$ cat src/mmdoam_pkg.sv
// Shared types and constants for the memory map decoder with object RAM DMA.
package mmdoam_pkg;

  // Request codes
  localparam logic [1:0] REQ_READ  = 2'd0;
  localparam logic [1:0] REQ_WRITE = 2'd1;
  localparam logic [1:0] REQ_TICK  = 2'd2;

  // Target unit codes
  localparam logic [3:0] UNIT_NONE  = 4'd0;
  localparam logic [3:0] UNIT_ROM   = 4'd1;
  localparam logic [3:0] UNIT_VRAM  = 4'd2;
  localparam logic [3:0] UNIT_CRAM  = 4'd3;
  localparam logic [3:0] UNIT_WRAM  = 4'd4;
  localparam logic [3:0] UNIT_OAM   = 4'd5;
  localparam logic [3:0] UNIT_JOYP  = 4'd6;
  localparam logic [3:0] UNIT_TIMER = 4'd7;
  localparam logic [3:0] UNIT_IRQ   = 4'd8;
  localparam logic [3:0] UNIT_LCD   = 4'd9;
  localparam logic [3:0] UNIT_HRAM  = 4'd10;
  localparam logic [3:0] UNIT_DMA   = 4'd11;

  // Address map boundaries
  localparam logic [15:0] ROM_LAST   = 16'h7FFF;
  localparam logic [15:0] VRAM_LAST  = 16'h9FFF;
  localparam logic [15:0] CRAM_LAST  = 16'hBFFF;
  localparam logic [15:0] WRAM_LAST  = 16'hDFFF;
  localparam logic [15:0] ECHO_LAST  = 16'hFDFF;
  localparam logic [15:0] OAM_LAST   = 16'hFE9F;
  localparam logic [15:0] UNUSE_LAST = 16'hFEFF;
  localparam logic [15:0] JOYP_ADDR  = 16'hFF00;
  localparam logic [15:0] TIMER_LO   = 16'hFF04;
  localparam logic [15:0] TIMER_HI   = 16'hFF07;
  localparam logic [15:0] IF_ADDR    = 16'hFF0F;
  localparam logic [15:0] LCD_LO     = 16'hFF40;
  localparam logic [15:0] LCD_HI     = 16'hFF4B;
  localparam logic [15:0] DMA_ADDR   = 16'hFF46;
  localparam logic [15:0] IO_LAST    = 16'hFF7F;
  localparam logic [15:0] HRAM_LAST  = 16'hFFFE;

  localparam logic [7:0] DMA_LAST_BYTE = 8'h9F;
  localparam logic [8:0] DMA_STALL     = 9'd3;

  typedef struct packed {
    logic [1:0]  req_type;
    logic [15:0] address;
    logic [7:0]  write_data;
  } bus_req_t;

  typedef struct packed {
    logic [3:0]  target_unit;
    logic [14:0] unit_offset;
    logic        is_write;
    logic [7:0]  data_out;
    logic [7:0]  local_data;
    logic        is_dma_copy;
    logic [7:0]  oam_index;
  } bus_rsp_t;

endpackage

$ cat src/memory_map_decoder_with_oam_dma.sv
// Memory map decoder with object RAM DMA: one bus beat in, at most one routed beat out.
//
// Each accepted beat (read, write or tick) is decoded combinationally and its result, if any,
// is registered for the output; one beat can be accepted every cycle while the skid register
// is empty. Decoding is the single stage between the input and the output register;
// a skid register behind the output register keeps input accepting for one beat while a
// result is stalled. A write to 0xFF46 starts a DMA: the first copy command is returned
// for that write, each later one for the first tick that finds no stall pending.
module memory_map_decoder_with_oam_dma (
  input  logic                 clk_i,
  input  logic                 rst_ni,
  input  logic                 req_valid_i,
  output logic                 req_ready_o,
  input  mmdoam_pkg::bus_req_t req_i,
  output logic                 rsp_valid_o,
  input  logic                 rsp_ready_i,
  output mmdoam_pkg::bus_rsp_t rsp_o
);

  typedef struct packed {
    logic [3:0]  unit;
    logic [14:0] offset;
    logic [7:0]  loc;
  } route_t;

  // Map an address onto a unit and a local offset.
  function automatic route_t route(input logic [15:0] a, input logic [7:0] page);
    route_t r;
    r = '0;
    priority if (a <= mmdoam_pkg::ROM_LAST) begin
      r.unit   = mmdoam_pkg::UNIT_ROM;
      r.offset = a[14:0];
    end else if (a <= mmdoam_pkg::VRAM_LAST) begin
      r.unit   = mmdoam_pkg::UNIT_VRAM;
      r.offset = {2'b00, a[12:0]};
    end else if (a <= mmdoam_pkg::CRAM_LAST) begin
      r.unit   = mmdoam_pkg::UNIT_CRAM;
      r.offset = {2'b00, a[12:0]};
    end else if (a <= mmdoam_pkg::ECHO_LAST) begin
      // work RAM and its echo share the low 13 bits
      r.unit   = mmdoam_pkg::UNIT_WRAM;
      r.offset = {2'b00, a[12:0]};
    end else if (a <= mmdoam_pkg::OAM_LAST) begin
      r.unit   = mmdoam_pkg::UNIT_OAM;
      r.offset = {7'd0, a[7:0]};
    end else if (a <= mmdoam_pkg::UNUSE_LAST) begin
      r.unit = mmdoam_pkg::UNIT_NONE;
    end else if (a == mmdoam_pkg::JOYP_ADDR) begin
      r.unit = mmdoam_pkg::UNIT_JOYP;
    end else if (a >= mmdoam_pkg::TIMER_LO && a <= mmdoam_pkg::TIMER_HI) begin
      r.unit   = mmdoam_pkg::UNIT_TIMER;
      r.offset = {13'd0, a[1:0]};
    end else if (a == mmdoam_pkg::IF_ADDR) begin
      r.unit = mmdoam_pkg::UNIT_IRQ;
    end else if (a == mmdoam_pkg::DMA_ADDR) begin
      r.unit = mmdoam_pkg::UNIT_DMA;
      r.loc  = page;
    end else if (a >= mmdoam_pkg::LCD_LO && a <= mmdoam_pkg::LCD_HI) begin
      r.unit   = mmdoam_pkg::UNIT_LCD;
      r.offset = {11'd0, a[3:0]};
    end else if (a <= mmdoam_pkg::IO_LAST) begin
      r.unit = mmdoam_pkg::UNIT_NONE;
    end else if (a <= mmdoam_pkg::HRAM_LAST) begin
      r.unit   = mmdoam_pkg::UNIT_HRAM;
      r.offset = {8'd0, a[6:0]};
    end else begin
      r.unit   = mmdoam_pkg::UNIT_IRQ;
      r.offset = 15'd1;
    end
    return r;
  endfunction

  logic                 dma_active_q, dma_active_d;
  logic [15:0]          dma_src_q, dma_src_d;
  logic [7:0]           stall_q, stall_d;
  logic                 out_vld_q, skid_vld_q;
  mmdoam_pkg::bus_rsp_t out_q, skid_q;

  logic                 req_fire, rsp_fire;
  logic                 res_vld;
  mmdoam_pkg::bus_rsp_t res;
  logic                 do_copy, dma_start;
  logic [15:0]          copy_src;
  logic [8:0]           stall_sum;
  route_t               acc_rt, copy_rt;

  assign req_ready_o = !skid_vld_q;
  assign req_fire    = req_valid_i && req_ready_o;
  assign rsp_valid_o = out_vld_q;
  assign rsp_o       = out_q;
  assign rsp_fire    = out_vld_q && rsp_ready_i;

  assign dma_start = (req_i.req_type == mmdoam_pkg::REQ_WRITE) &&
                     (req_i.address == mmdoam_pkg::DMA_ADDR);
  assign copy_src  = dma_start ? {req_i.write_data, 8'h00} : dma_src_q;
  assign acc_rt    = route(req_i.address, dma_src_q[15:8]);
  assign copy_rt   = route(copy_src, copy_src[15:8]);
  assign stall_sum = {1'b0, stall_q} + mmdoam_pkg::DMA_STALL;

  always_comb begin
    do_copy      = 1'b0;
    res_vld      = 1'b0;
    res          = '0;
    dma_active_d = dma_active_q;
    dma_src_d    = dma_src_q;
    stall_d      = stall_q;

    unique case (req_i.req_type)
      mmdoam_pkg::REQ_READ, mmdoam_pkg::REQ_WRITE: begin
        res_vld = 1'b1;
        if (dma_start) begin
          do_copy      = 1'b1;
          dma_active_d = 1'b1;
        end else begin
          res.target_unit = acc_rt.unit;
          res.unit_offset = acc_rt.offset;
          res.local_data  = acc_rt.loc;
          res.is_write    = (req_i.req_type == mmdoam_pkg::REQ_WRITE) &&
                            (acc_rt.unit != mmdoam_pkg::UNIT_NONE);
          res.data_out    = res.is_write ? req_i.write_data : 8'h00;
        end
      end
      mmdoam_pkg::REQ_TICK: begin
        if (stall_q != 8'd0) begin
          stall_d = stall_q - 8'd1;
        end else if (dma_active_q) begin
          do_copy = 1'b1;
          res_vld = 1'b1;
        end
      end
      default: ;
    endcase

    if (do_copy) begin
      res.target_unit = copy_rt.unit;
      res.unit_offset = copy_rt.offset;
      res.local_data  = copy_rt.loc;
      res.is_dma_copy = 1'b1;
      res.oam_index   = copy_src[7:0];
      if (copy_src[7:0] == mmdoam_pkg::DMA_LAST_BYTE) begin
        dma_active_d = 1'b0;
        dma_src_d    = copy_src;
      end else begin
        dma_src_d = copy_src + 16'd1;
        stall_d   = stall_sum[8] ? 8'hFF : stall_sum[7:0];
      end
    end
  end

  always_ff @(posedge clk_i or negedge rst_ni) begin
    if (!rst_ni) begin
      dma_active_q <= 1'b0;
      dma_src_q    <= 16'h0000;
      stall_q      <= 8'h00;
    end else if (req_fire) begin
      dma_active_q <= dma_active_d;
      dma_src_q    <= dma_src_d;
      stall_q      <= stall_d;
    end
  end

  // Output register with one skid entry behind it.
  always_ff @(posedge clk_i or negedge rst_ni) begin
    if (!rst_ni) begin
      out_vld_q  <= 1'b0;
      skid_vld_q <= 1'b0;
    end else if (skid_vld_q) begin
      if (rsp_fire) begin
        skid_vld_q <= 1'b0;
      end
    end else if (req_fire && res_vld) begin
      if (!out_vld_q || rsp_fire) begin
        out_vld_q <= 1'b1;
      end else begin
        skid_vld_q <= 1'b1;
      end
    end else if (rsp_fire) begin
      out_vld_q <= 1'b0;
    end
  end

  always_ff @(posedge clk_i) begin
    if (skid_vld_q) begin
      if (rsp_fire) begin
        out_q <= skid_q;
      end
    end else if (req_fire && res_vld) begin
      if (!out_vld_q || rsp_fire) begin
        out_q <= res;
      end else begin
        skid_q <= res;
      end
    end
  end

  a_skid_behind_out: assert property (@(posedge clk_i) disable iff (!rst_ni)
    skid_vld_q |-> out_vld_q)
    else $error("skid entry held without a result in the output register");

  a_oam_index_range: assert property (@(posedge clk_i) disable iff (!rst_ni)
    rsp_valid_o && rsp_o.is_dma_copy |-> rsp_o.oam_index <= mmdoam_pkg::DMA_LAST_BYTE)
    else $error("DMA copy beyond the last object RAM byte");

  a_stall_countdown: assert property (@(posedge clk_i) disable iff (!rst_ni)
    req_fire && req_i.req_type == mmdoam_pkg::REQ_TICK && stall_q != 8'd0
    |=> stall_q == $past(stall_q) - 8'd1)
    else $error("stall count did not count down on a tick");

  a_copy_needs_dma: assert property (@(posedge clk_i) disable iff (!rst_ni)
    req_fire && req_i.req_type == mmdoam_pkg::REQ_TICK && !dma_active_q
    |=> $stable(out_q) || $past(skid_vld_q) || !$past(out_vld_q) || $past(rsp_fire))
    else $error("idle tick produced a result");

endmodule
$ cat config.mk
export PLATFORM = sky130hd
export DESIGN_NAME = memory_map_decoder_with_oam_dma
export DESIGN_NICKNAME = d
export VERILOG_FILES = /design/src/mmdoam_pkg.sv /design/src/memory_map_decoder_with_oam_dma.sv
export SDC_FILE = /design/constraint.sdc
export NUM_CORES = 1
export LEC_CHECK = 0
export BUFFER_PORTS_ARGS = -buffer_cell sky130_fd_sc_hd__buf_2
export CAP_MARGIN = 40
export CORE_ASPECT_RATIO = 1.2
export CORE_MARGIN = 5
export CORE_UTILIZATION = 63
export CTS_CLUSTER_SIZE = 10
export DETAILED_ROUTE_END_ITERATION = 10
export HOLD_SLACK_MARGIN = 0.06
export PLACE_DENSITY = 0.85
export RECOVER_POWER = 100
export SLEW_MARGIN = 20
export SYNTH_ARGS = -nofsm -noshare
export SYNTH_HDL_FRONTEND = slang
export SYNTH_SLANG_ARGS = --single-unit
$ cat constraint.sdc
create_clock -name clk_i -period 8.7 [get_ports clk_i]
set_input_delay 1.74 -clock clk_i [delete_from_list [all_inputs] [get_ports clk_i]]
set_output_delay 1.74 -clock clk_i [all_outputs]
set_load 0.005 [all_outputs]
# == Word level (Yosys, flattened, before mapping) ==
# Index checks and enable logic that the tools add are counted.
# W data, S select, Z words.
# classes
bitwise,2
n_eq_ne,11
add_sub_neg,3
n_reduce_logical,23
order_cmp,24
mux,126
# ops
cell,count
$mux W19,59
$le A16 B16 Y1 const B,18
$mux W45,4
$mux W8,20
$mux W23,6
$eq A16 B16 Y1 const B,6
$mux W36,2
$ge A16 B16 Y1 const B,4
$mux W15,4
$mux W17,3
$mux W4,10
$le A16 B15 Y1 const B,2
$mux W16,2
$add A16 B1 Y16 const B,1
$mux W1,14
$add A8 B2 Y9 const B,1
$logic_and A1 B1 Y1,9
$reduce_and A3 Y1,3
$eq A8 B8 Y1 const B,1
$reduce_bool A8 Y1,1
$sub A8 B1 Y8 const B,1
$reduce_bool A2 Y1,3
$ne A2 B1 Y1 const B,2
$pmux W1 S2,2
other kinds (9),11
# word_totals
register_bits,117
output_inout_bits,47
wordCells,208
input_bits,30

# == Longest topological paths before layout ==
# Gate-level depths: netlist of the first run.
# depth
word_depth,45
ltp_mapped,15
ltp_nobuf,12

# == Worst setup path after synthesis of the first run ==
# No wires, ideal clock.
# synth_timing
path_kind,input-to-reg
from,input req_i[24] in the netlist's numbering
to,register skid_q[0] in the netlist's numbering (enable)
t_required_ps,8196
path_buffers,0
cell_stages,3
arrival_time_ps,5272
slack_ps,2924
cell_sequence,o31a_1 -> nand2b_1 -> nor3_1
# synth_between
elab_chain_len,5
elab_cells_between_ends,7
cone_classes,eq/ne (2); mux (1); reduce/logical (4)
# synth_rtl
element,line,text
from (decl),memory_map_decoder_with_oam_dma.sv:14,"input mmdoam_pkg::bus_req_t req_i,"
$eq A2 B1 Y1 or $logic_not A2 Y1 (tied branches),memory_map_decoder_with_oam_dma.sv:108,unique case (req_i.req_type)
$reduce_or A2 Y1,memory_map_decoder_with_oam_dma.sv:108,
$pmux W1 S2 *,memory_map_decoder_with_oam_dma.sv:108,
$logic_and A1 B1 Y1 *,memory_map_decoder_with_oam_dma.sv:187,end else if (req_fire && res_vld) begin
$reduce_and A3 Y1 (no line) *,--,
to (signal assigned),memory_map_decoder_with_oam_dma.sv:191,skid_q <= res;
to (decl),memory_map_decoder_with_oam_dma.sv:77,"mmdoam_pkg::bus_rsp_t out_q, skid_q;"
# Mark *: on every way between the ends. The rest lies on a longest branch, timed or not.
# A chain may end at the register's enable or synchronous reset.

# == Final worst setup path of the first run ==
# layout_timing
from,input req_i[13] in the netlist's numbering
to,register stall_q[2]
# layout_between
elab_chain_len,6
elab_cells_between_ends,8
cone_classes,eq/ne (2); mux (5); reduce/logical (1)
# layout_rtl
element,line,text
$eq A16 B16 Y1 *,memory_map_decoder_with_oam_dma.sv:94,(req_i.address == mmdoam_pkg::DMA_ADDR);
$logic_and A1 B1 Y1 *,memory_map_decoder_with_oam_dma.sv:93,assign dma_start = (req_i.req_type == mmdoam_pkg::REQ_WRITE) &&
$mux W16,memory_map_decoder_with_oam_dma.sv:95,"assign copy_src = dma_start ? {req_i.write_data, 8'h00} : dma_src_q;"
$eq A8 B8 Y1,memory_map_decoder_with_oam_dma.sv:140,if (copy_src[7:0] == mmdoam_pkg::DMA_LAST_BYTE) begin
$mux W8,memory_map_decoder_with_oam_dma.sv:140,
$mux W8 *,memory_map_decoder_with_oam_dma.sv:134,if (do_copy) begin
to (signal assigned),memory_map_decoder_with_oam_dma.sv:158,stall_q <= stall_d;
to (decl),memory_map_decoder_with_oam_dma.sv:75,"logic [7:0] stall_q, stall_d;"
# Marks and branches as above.

==> results of run 1 <==
==> layout by cell type, fill, tap and decap left out, types with 16 or more instances in the layout <==
cell       netlist  final
a21oi_1         29     29
buf_2            4     45
clkbuf_1        28     37
clkbuf_16        0     17
dfrtp_1         27     27
edfxtp_1        90     90
inv_1           32     33
nand2_1         87     87
nand3_1         21     21
nor2_1          47     47
nor3_1          16     16
o21ai_0         28     39
==> metal layers <==
layer	wire, um	share of wire (%)
met1	6770	36
met2	9370	49
met3	1740	9.1
met4	1150	6.1
met5	19	0.10
==> per-stage QoR <==
step / hold WS (ps) / util [%] / std cells / area (sq um) / total power (W)
2_1_floorplan: 486 / - / 637 / 6420 / 0.000973
3_3_place_gp: 470 / 68.8 / 811 / 6890 / 0.00109
3_5_place_dp: 511 / 68.8 / 811 / 6890 / 0.00111
4_1_cts: 525 / 74.6 / 843 / 7470 / 0.00179
5_1_grt: 541 / 73.9 / 844 / 7390 / 0.00186
6_report: 522 / 73.9 / 845 / 7400 / 0.00179
==> area by class of cell <==
class                           count  share of cell area, %
Antenna cell                        1                 0.0338
Clock buffer                       17                   5.75
Clock inverter                     15                   2.10
Inverter                           33                   1.67
Multi-Input combinational cell    450                   37.2
Sequential cell                   117                   45.7
Tap cell                          126                   2.13
Timing Repair Buffer               86                   5.43
==> worst min-delay path by stage <==
| stage | start | end | slack (ps) |
|---|---|---|---|
| 5_1_grt | skid_q[22]$_DFFE_PP_ | rsp_o[22]$_DFFE_PP_ | 540 |
| 3_3_place_gp | rsp_valid_o$_DFFE_PN0P_ | skid_vld_q$_DFF_PN0_ | 470 |
| 3_5_place_dp | skid_q[19]$_DFFE_PP_ | rsp_o[19]$_DFFE_PP_ | 510 |
| 6_report | skid_q[22]$_DFFE_PP_ | rsp_o[22]$_DFFE_PP_ | 520 |
| 4_1_cts | skid_q[19]$_DFFE_PP_ | rsp_o[19]$_DFFE_PP_ | 520 |
| 2_1_floorplan | rsp_valid_o$_DFFE_PN0P_ | skid_vld_q$_DFF_PN0_ | 490 |
==> worst reg2reg max path, stage by stage, from the launching register on <==
cell,delay [ps]
dfrtp_1,530
or4_1,710
or3_1,440
o31a_1,250
nand2b_1,240
nor3_1,180
clkbuf_1,1920
==> cell families after synthesis <==
| kind of cell | share of synthesized area, % |
|---|---|
| flip-flops | 52.6 |
| AO/OA/AOI/OAI | 19.8 |
| XOR/XNOR | 0.682 |
| AND/OR/NAND/NOR | 17.6 |
| multiplexers | 4.05 |
| buffers and inverters | 4.52 |
| adder cells (fa/ha/maj) | 0.779 |
==> flip-flops by register name, indices dropped and copies added (netlist names) <==
signal	count
skid_vld_q	1
stall_q	8
rsp_o	45
dma_active_q	1
skid_q	45
rsp_valid_o	1
dma_src_q	16
==> power groups by stage <==
stage | combinational [W] | clock [W] | sequential [W]
after global routing | 0.000382 | 0.000719 | 0.000761
after CTS | 0.000355 | 0.000686 | 0.000748
after floorplan | 0.000219 | 0 | 0.000754
after detailed placement | 0.000354 | 0 | 0.000758
after global placement | 0.000339 | 0 | 0.000753
final | 0.000350 | 0.000683 | 0.000754
==> metrics, run 1 <==
Clock Skew=7.57 ps; flops & latches, synth=around 120; CTS root buf=clkbuf_16; vias in the first global route=5671; Clock Sinks=117; Top Usage Layer GRT=met2; Final Wtd Congestion=0.966; delay-heaviest family, CP=simple AND/OR/NAND/NOR gates; synth top area cells=edfxtp_1 42%, dfrtp_1 11%, nand2_1 5.1%, mux2_2 2.8%, nor2_1 2.7%; number of stages on the worst setup path=14; WP data arrival=between 6000 and 7000 ps; CP required=8990 ps; I/O Pins=between 70 and 80; synthesized netlist cell count=~640; DR vias/cell=around 6.8; part of the power in registers=42.2%; total number of vias=approximately 5700; max-slew violations=120; Layout fillers=a little over 700; post-synth net total=671; fmax=about 150 MHz; syn_area_per_cell=10.1 sq um; Most used DFF post-synth=edfxtp_1; first-pass GRT wire length=between 20 and 30 mm; initial antenna violation count=1; hold depth=2; worst slew pin tran=about 2700 ps; layout cells sized above 1=between 10% and 20%; DRT antenna net count=0; CTS Hold Bufs=0; TritonCTS clock tree=done; EDFF count, synth=90; CTS Buf Count=17; largest net degree at the start of global routing=between 40 and 50; Reg clk slew, reported paths=around 50 ps; Peak VDD IR=224 uV; Initial Util=64.2%; DRC violations left=0; Rel. slew slack=-79.3%; WL/cell=22.5 um; register area share after synthesis=a little over half; failing checks=capacitance limit, slew limit; Die ar.=between 10000 and 15000 sq um; Layout area overhead=15.2%; Slowest cell on crit path=nand2_1; Static Leak=approximately 2.9 nW; reg2reg end=skid_q[11]$_DFFE_PP_; CP max FO=23; share of flip-flops with an asynchronous set or reset=about 23%; Hold Crit Class=register to register; die width=a little over 100 um; post-synth top area share=a little over two fifths; Final Hold Fails=0; area of the mapped netlist=roughly 6400 sq um; core area=10000 sq um; Crit. End Element=register; Buffers on Ports=between 70 and 80; postcts setup bufs=0; met1 usage=between 30% and 40%; clk_lat worst skew=just over 400 ps; Startpoint Class=input port; H-Tree Depth=4; number of cells on the worst reg-to-reg path=6; Netlist cell types=between 70 and 80; most frequent cell after synthesis=edfxtp_1; Setup TNS=0 ps; area leader, netlist=edfxtp_1; GRT Total Usage=a little under a third; initial DRC count=548; met3 usage=around 6.4%; final worst path period share=approximately 77%; power share of the clock group=38.2%; status=finished with violations; slowest stage delay, CP=approximately 840 ps; # setup viols final=0; area of the multi-input gates=2750 sq um; Setup WS post-layout=~2000 ps; Routed WL=roughly 19 mm; nets=about 740; clk buf depth=2; crit path from=req_i[13]; internal power=roughly 0.0013 W; M2 GR Usage=between 50% and 60%; most frequent cells after synthesis=90 x edfxtp_1, 87 x nand2_1, 47 x nor2_1; yosys warns=0; DRT Pass-1 Iters=5; std cell rows=40; max cap viols=3; CP Capture Point=stall_q[2]$_DFFE_PN0P_; grt ovf=0; CP Class=input port to register; Sw Ratio=between 20% and 30%; CP cell instances=clkbuf_1 -> nor4b_1 -> and3_1 -> clkbuf_1 -> nand2_1 -> nand2_1 -> inv_1 -> ha_1 -> nand4_1 -> nor3_1 -> o22ai_1 -> o21ai_0 -> o32ai_1 -> a21oi_1; Comb pwr share=between 10% and 20%; reg-to-reg setup timing slack=3940 ps; PwrDens=around 240 nW/um^2; post-CTS sizing=0; Die Span Y=between 100 and 150 um; Crit path buffers/inverters=3; pre-CTS WS=roughly 3200 ps; HPWL after DPL=roughly 13 mm; RR Startpoint=stall_q[3]$_DFFE_PN0P_; RSZ-0062 raised after global routing=false; min Tclk post-route=about 6700 ps; Register Area=approximately 3400 sq um; NetSw=about 0.00053 W
(Power assumes the default switching activity.)
==> run 2, diff against run 1 <==
Settings changed: CORE_UTILIZATION 63 to 53, PLACE_DENSITY 0.85 to 0.77.
Clock period 8.7 ns to 5.7 ns, I/O delays scaled along.
==> metrics, run 2 (synthesis results as in run 1) <==
Setup TNS=0 ps (unchanged); part of the power in registers=41.6% (-0.6 points); Buffers on Ports=76 (unchanged); Slowest cell on crit path=nor4b_1; GRT Total Usage=26.6% (-5.0 points); Post-Place Cell Area=6940 sq um (+0.75%); Die ar.=14400 sq um (+17%); DRC violations left=0 (unchanged); Peak VDD IR=305 uV (+36%); status=finished with violations; Clock Skew=7.79 ps (+0.216 ps); TritonCTS clock tree=done; layout cells sized above 1=15.3% (-0.16 points); largest net degree at the start of global routing=46 (unchanged); DR vias/cell=6.32 (-7.1%); Crit. End Element=register; power share of the clock group=39.2% (+1.0 points); DRT Pass-1 Iters=5 (unchanged); CTS root buf=clkbuf_16; grt ovf=0 (unchanged); postcts setup bufs=0 (unchanged); CTS Buf Count=17 (unchanged); Clock Sinks=117 (unchanged); internal power=0.00193 W (+53%); WL/cell=21.4 um (-5.0%); Layout Utilization=62.2% (-12 points); min Tclk post-route=between 4000 and 5000 ps; commonest non-fill, non-tap cells in the layout=90 x edfxtp_1, 87 x nand2_1, 47 x nor2_1; number of antenna diodes=0 (-1); commonest non-fill, non-tap cell in the layout=edfxtp_1; Reg clk slew, reported paths=60 ps (about the same); Initial Util=53.5% (-11 points); Die Span Y=131 um (+8.3%); Routed WL=18.9 mm (-1.0%); max-slew violations=28 (-77%); fmax=218 MHz; DRT antenna net count=0 (unchanged); slowest stage delay, CP=690 ps (-150 ps); CP max FO=22 (-4.3%); nets=740 (+0.14%); Final Instance Area=7460 sq um (+0.85%); CP cell instances=clkbuf_1 -> nor4b_1 -> and3_1 -> buf_4 -> nand2_1 -> nand2_1 -> inv_1 -> ha_1 -> nand4_1 -> nor3_1 -> o22ai_1 -> o21ai_0 -> o32ai_1 -> a21oi_1; clk_lat worst skew=410 ps (about the same); initial antenna violation count=1 (unchanged); std cell rows=44 (+10%); Rel. slew slack=-6.74% (+73 points); Top Registers=rsp_o (45), skid_q (45), dma_src_q (16); CP required=6000 ps (-2990 ps); CTS Hold Bufs=0 (unchanged); worst slew pin tran=1600 ps (-1090 ps); H-Tree Depth=4 (unchanged); RSZ-0062 raised after global routing=false; Final Wtd Congestion=0.924 (-4.3%); failing checks=capacitance limit, slew limit; I/O Pins=77 (unchanged); die width=111 um (+8.1%); vias in the first global route=5543 (-2.3%); first-pass GRT wire length=30.0 mm (+2.1%); final worst path period share=approximately 80%; core area=12000 sq um (+20%); CP Class=input port to register; PwrDens=367 nW/um^2 (+52%); initial DRC count=462 (-16%); total number of vias=5563 (-3.2%); max cap viols=1 (-2); NetSw=0.000812 W (+54%); Final Hold Fails=0 (unchanged); Layout area overhead=16.1%; Hold Crit Class=register to register; HPWL after DPL=13.3 mm (-0.29%); cell mode on critical path=nand2_1; clk buf depth=2 (unchanged); WP data arrival=4880 ps (-2110 ps); # setup viols final=0 (unchanged); Startpoint Class=input port; Sw Ratio=29.7% (+0.22 points); Comb pwr share=19.2% (-0.4 points); Static Leak=2.90 nW (+0.27%); post-CTS sizing=0 (unchanged)
-- run 2: cell types whose count changed in the layout (fill, tap and decap cells not counted), sizes merged --
cell      previous run  this run
buf                 49        48
clkbuf              54        56
clkinv               7         5
diode                1         0
clkinvlp             3         2
inv                 36        39
-- run 2: power by group through the flow --
stage | logic (W) | clock network [W] | registers (W)
after global routing | 0.000579 | 0.00113 | 0.00115
after detailed placement | 0.000540 | 0 | 0.00115
after CTS | 0.000541 | 0.00108 | 0.00114
after global placement | 0.000523 | 0 | 0.00115
after floorplan | 0.000334 | 0 | 0.00115
final | 0.000525 | 0.00107 | 0.00114
-- run 2: layout make-up --
type / instances / area, sq um
fill: 1044 / 4540
sequential: 117 / 3380
multi-input combinational: 450 / 2750
clock buffer: 17 / 425
timing repair buffer: 87 / 408
tap: 161 / 201
clock inverter: 15 / 170
inverter: 33 / 124
-- run 2: routing by layer --
metal | vias to the layer above | wire (um) | track usage (%) | part of all wire (%)
met5 | - | 13 | 0 | 0.069
met4 | 2 | 1050 | 14.8 | 5.6
met3 | 75 | 1170 | 6.13 | 6.2
met2 | 269 | 9120 | 44.4 | 48
met1 | 2673 | 7490 | 32.2 | 40
li1 | 2544 | - | - | -
-- run 2: final timing paths --
check	from	end	slack [ps]	cells after the start
setup / recovery	req_i[13]	stall_q[2]$_DFFE_PN0P_	1110	14
hold / removal	rsp_valid_o$_DFFE_PN0P_	skid_vld_q$_DFF_PN0_	510	1
setup reg to reg	stall_q[3]$_DFFE_PN0P_	dma_src_q[7]$_DFFE_PN0P_	2350	6
hold reg to reg	rsp_valid_o$_DFFE_PN0P_	skid_vld_q$_DFF_PN0_	510	1
max in group asynchronous	rst_ni	dma_src_q[10]$_DFFE_PN0P_	3650	1
min in group asynchronous	rst_ni	stall_q[3]$_DFFE_PN0P_	1120	1
-- run 2: stage by stage --
stage / worst slack, ps / total power [W] / std cells / hold WS, ps
5_1_grt: 861 / 0.00286 / 880 / 512
2_1_floorplan: 218 / 0.00149 / 637 / 486
6_report: 1110 / 0.00274 / 880 / 508
3_5_place_dp: 1330 / 0.00169 / 847 / 487
4_1_cts: 1760 / 0.00276 / 879 / 495
3_3_place_gp: 1510 / 0.00167 / 847 / 476
-- run 2: critical path, delay by kind of cell --
kind	cells	cell delay (ps)
and+or+nand+nor	6	1750
AOI/OAI and AO/OA	4	1190
adders and majority gates	1	260
buffers and inverters	3	520
